===== src/rau_pkg.sv =====
// ----------------------------------------------------------------------------
// rau_pkg
// shared types, opcodes and status codes of the rational arithmetic unit
// ----------------------------------------------------------------------------
package rau_pkg;

  localparam int unsigned OpW    = 32;
  localparam int unsigned MagW   = 64;
  localparam int unsigned CntW   = 7;
  localparam int unsigned QDepth = 2;

  typedef enum logic [3:0] {
    OP_ADD  = 4'd0,
    OP_SUB  = 4'd1,
    OP_MUL  = 4'd2,
    OP_DIV  = 4'd3,
    OP_NEG  = 4'd4,
    OP_NORM = 4'd5,
    OP_EQ   = 4'd6,
    OP_GE   = 4'd7,
    OP_LE   = 4'd8,
    OP_GT   = 4'd9,
    OP_LT   = 4'd10
  } opcode_e;

  typedef enum logic [1:0] {
    ST_OK       = 2'd0,
    ST_ZERO_DEN = 2'd1,
    ST_OVERFLOW = 2'd2
  } status_e;

  typedef enum logic [1:0] {
    CLS_DONE,
    CLS_CMP,
    CLS_ARITH
  } class_e;

  // classified word handed from the front to the back
  typedef struct packed {
    class_e            cls;
    logic [3:0]        op;
    logic [OpW-1:0]    an;
    logic [OpW-1:0]    ad;
    logic [OpW-1:0]    bn;
    logic [OpW-1:0]    bd;
    status_e           st;
  } item_t;

endpackage


===== src/rau_front.sv =====
// ----------------------------------------------------------------------------
// rau_front
// accepts command words, checks zero denominators and pushes classified words
// into a two-entry queue
// ----------------------------------------------------------------------------
module rau_front (
  input  logic                    clk_i,
  input  logic                    rst_ni,
  input  logic                    start_i,
  input  logic [3:0]              opcode_i,
  input  logic [rau_pkg::OpW-1:0] a_num_i,
  input  logic [rau_pkg::OpW-1:0] a_den_i,
  input  logic [rau_pkg::OpW-1:0] b_num_i,
  input  logic [rau_pkg::OpW-1:0] b_den_i,
  output logic                    busy_o,
  output logic                    q_valid_o,
  output rau_pkg::item_t          q_item_o,
  input  logic                    q_pop_i
);
  import rau_pkg::*;

  item_t          mem_q [QDepth];
  logic           wp_q, wp_d, rp_q, rp_d;
  logic [1:0]     cnt_q, cnt_d;
  item_t          it;
  logic           push, unary, zero;

  assign busy_o = (cnt_q == 2'(QDepth));
  assign push   = start_i && !busy_o;
  assign unary  = (opcode_i == OP_NEG) || (opcode_i == OP_NORM);
  assign zero   = (a_den_i == '0) || (!unary && b_den_i == '0) ||
                  (opcode_i == OP_DIV && b_num_i == '0);

  always_comb begin
    it.op = opcode_i;
    it.an = a_num_i;
    it.ad = a_den_i;
    it.bn = b_num_i;
    it.bd = b_den_i;
    it.st = ST_OK;
    if (opcode_i > OP_LT) begin
      it.cls = CLS_DONE;
    end else if (zero) begin
      it.cls = CLS_DONE;
      it.st  = ST_ZERO_DEN;
    end else if (opcode_i >= OP_EQ) begin
      it.cls = CLS_CMP;
    end else begin
      it.cls = CLS_ARITH;
    end
  end

  assign wp_d  = push ? ~wp_q : wp_q;
  assign rp_d  = q_pop_i ? ~rp_q : rp_q;
  assign cnt_d = cnt_q + 2'(push) - 2'(q_pop_i);

  always_ff @(posedge clk_i or negedge rst_ni) begin
    if (!rst_ni) begin
      wp_q  <= 1'b0;
      rp_q  <= 1'b0;
      cnt_q <= '0;
    end else begin
      wp_q  <= wp_d;
      rp_q  <= rp_d;
      cnt_q <= cnt_d;
    end
  end

  always_ff @(posedge clk_i) begin
    if (push) begin
      mem_q[wp_q] <= it;
    end
  end

  assign q_valid_o = (cnt_q != '0);
  assign q_item_o  = mem_q[rp_q];
endmodule


===== config.mk =====
export PLATFORM = sky130hd
export DESIGN_NAME = rau_front
export DESIGN_NICKNAME = d
export VERILOG_FILES = /design/src/rau_pkg.sv /design/src/rau_front.sv
export SDC_FILE = /design/constraint.sdc
export NUM_CORES = 1
export LEC_CHECK = 0
export ABC_AREA = 1
export BUFFER_PORTS_ARGS = -buffer_cell sky130_fd_sc_hd__clkbuf_2
export CAP_MARGIN = 20
export CORE_MARGIN = 2
export CORE_UTILIZATION = 32
export CTS_CLUSTER_DIAMETER = 80
export DETAILED_ROUTE_END_ITERATION = 10
export PLACE_DENSITY = 0.63
export SLEW_MARGIN = 20
export SYNTH_ARGS = -nofsm -noshare
export SYNTH_HDL_FRONTEND = slang
export SYNTH_SLANG_ARGS = --single-unit

===== constraint.sdc =====
create_clock -name clk_i -period 10.4 [get_ports clk_i]
set_input_delay 2.08 -clock clk_i [delete_from_list [all_inputs] [get_ports clk_i]]
set_output_delay 2.08 -clock clk_i [all_outputs]
set_load 0.01 [all_outputs]

==> results.yml <==
run_status:
  status: "completed"
place:
  gp_congestion: 0.7382
  dp_hpwl_mm: 15.15
  dp.cells: 1239
  portBuffers: 272
  dpl_cell_area_sq_mm: 0.01233
die:
  core-area_sq_mm: 0.03237
  rows: 66
  die_w_um: 184.9
  initial_core_util: 0.3236
  die_y_um: 184.9
  ios: 274
  die-area_sq_mm: 0.03420
critical_path:
  cp.required_ns: 8.32
  crit_buf_inv: 2
  end_kind: "primary output"
  cp_max_fo: 64
  worstSetupPathType: "flip-flop to primary output"
  arrival_ns: 2.61
  worstSetupStartpoint: "rp_q"
  slowest_delay_ns: 0.78
  worstSetupStartpointType: "flip-flop"
  slowest_stage: "buf_4"
  path_delay_family: "buffers and inverters"
  timing.rr.start: "cnt_q[1]"
  cp_cell_sequence: "buf_4 -> mux2_2 -> clkbuf_2"
synthesis:
  avgSynthCellArea_sq_um: 19.58
  netlist-cell-type-count: 20
  synth_top_cell_by_area: "edfxtp_1"
  synthCells: 535
  synthesis.area_sq_mm: 0.01048
  synth_edf_count: 270
  synthTopCellsByCount: "edfxtp_1 (270), mux2_2 (95), nor2_1 (64), mux2_4 (40), nand2_1 (18)"
  synth_area_leaders: "edfxtp_1 (77%), mux2_2 (10%), mux2_4 (5.7%), nor2_1 (2.3%), dfrtp_1 (0.96%)"
  ys_async_sr_fraction: 0.01460
  synth_top_area_share: 0.7739
  yosys_most_used_dff: "edfxtp_1"
  yosysMostFrequentCell: "edfxtp_1"
  yosysSeqAreaShare: 0.7835
  synth_seq_cells: 274
  synth_nets: 673
  ys_warn_count: 0
timing:
  finalMaxSlewViolations: 0
  rsz0062_at_grt: "no"
  fmax_mhz: 213.1
  worstMarginPinSlew_ns: 1.017
  final-hold-violation-count: 0
  period_needed_ns: 4.692
  slew_headroom: 0.3222
  finClkSkew_ns: 0.01342
  finalCritPeriodShare: 0.4511
  setup_tns_ns: 0
  setup_violations: 0
detailed_routing:
  ant_nets: 0
  finalWirelength_mm: 22.01
  via_per_inst: 4.360
  vias: 5624
  drt_iter0_drc: 241
  routedWlPerCell_um: 17.06
  dr.pass1.iters: 4
  drc: 0
flow_run:
  drv_cap: 0
layout:
  final_cells: 1290
  num-nets-final: 966
  drive_gt1_frac: 0.5325
  fillCellCount: 3023
  fin_area_sq_mm: 0.01318
  synthToLayoutAreaGrowth_pct: 25.80
pwr:
  leakage_nw: 5.037
  vdd_drop_max_uv: 166.1
  powerDensity_mw_per_mm2: 272.0
worst_hold_path:
  hp-start: "cnt_q[0]"
  hp-class: "flip-flop to flip-flop"
cts:
  cts_hold_buf: 0
  post_cts_buffers: 0
  cts_buffer_depth: 3
  cts_tree: "done"
  tritoncts.num_buffers: 29
  cts_resized: 0
  cts.sinks: 274
  path_clk_slew_ns: 0.06
  root_buffer: "clkbuf_16"
  clk_latency_ns: 0.55
  htreeDepth: 1
grt:
  grt_pass1_vias: 5710
  grt_overflow: 0
  grt_pass1_wl_mm: 32.11
  grt_max_degree: 65
  grt_use_total: 0.1223
  antenna_found_initial: 2
==> final timing paths <==
kind	endpoint	slack, ns	cells after the start
worst min register to register	cnt_q[0]	0.55	1
worst max-delay path	q_item_o[131]	5.71	3
min in group asynchronous	cnt_q[1]	1.34	1
max in group asynchronous	rp_q	8.90	1
worst min-delay path	cnt_q[0]	0.55	1
worst max register to register	mem_q[0][96]	7.98	4
==> cell type report <==
type / count / area [sq um] / share of cell area
repair buffers: 278 / 1406 / 0.1067
clock inverters: 12 / 82.58 / 0.006266
flip-flops and latches: 274 / 8212 / 0.6231
diodes: 1 / 2.502 / 0.0001899
well taps: 442 / 553.0 / 0.04196
inverters: 7 / 26.28 / 0.001994
multi-input cells: 238 / 2137 / 0.1622
clock buffers: 38 / 759.5 / 0.05763
==> layer usage <==
metal	share of wire	global-route usage	wire, um	up-vias
met5	0.00059	0	13	-
li1	-	-	-	2642
met4	0.020	0.03365	450	2
met3	0.10	0.04758	2276	41
met2	0.46	0.1963	10140	224
met1	0.41	0.1543	9134	2715
==> cell families (layout without fill, tap and decap cells) <==
family | count (synthesis) | after routing | synth area share
flip-flops | 274 | 274 | 0.7835
multiplexers | 135 | 135 | 0.1594
AND/OR/NAND/NOR | 93 | 93 | 0.03559
buffers and inverters | 23 | 335 | 0.01397
XOR/XNOR | 4 | 4 | 0.003345
AO/OA/AOI/OAI | 3 | 3 | 0.001432
adder cells (fa/ha/maj) | 2 | 2 | 0.002388
other | 1 | 2 | 0.0003580
==> metrics by stage <==
| step | total power, mW | setup slack [ns] | hold WS (ns) | utilization |
|---|---|---|---|---|
| 3_5_place_dp | 2.708 | 6.231 | 0.5473 | 0.3810 |
| 2_1_floorplan | 2.348 | 1.951 | 0.5150 | - |
| 6_report | 3.584 | 5.708 | 0.5542 | 0.4071 |
| 3_3_place_gp | 2.693 | 6.275 | 0.5303 | 0.3810 |
| 4_1_cts | 3.648 | 5.663 | 0.5605 | 0.4070 |
| 5_1_grt | 3.775 | 5.591 | 0.5739 | 0.4071 |
==> where the power goes <==
part	internal (mW)	total [mW]	leakage, nW	switching [mW]
sequential	1.51	1.59	2.55	0.0723
clock	0.532	0.928	0.406	0.395
combinational	0.488	1.07	2.08	0.582
==> flip-flops by register name, indices dropped and copies added (netlist names) <==
signal and count:
cnt_q 2, mem_q 270, rp_q 1, wp_q 1
==> cell usage in the layout, fill, tap and decap left out, types with 6 or more instances in the layout <==
cell type	count
clkbuf_2	272
edfxtp_1	270
mux2_2	95
nor2_1	62
mux2_4	40
clkbuf_16	29
nand2_1	18
clkbuf_1	9
inv_1	7
nand4_1	7
clkinv_1	7
buf_4	6
==> worst reg2reg max path, delay by kind of cell (launching register included) <==
family                 cells  cell delay (ns)
AND/OR/NAND/NOR            1             0.52
flip-flops                 1             0.38
AO/OA/AOI/OAI              1             0.22
buffers and inverters      2             0.87
No activity file was read; power rests on OpenSTA's default activity.
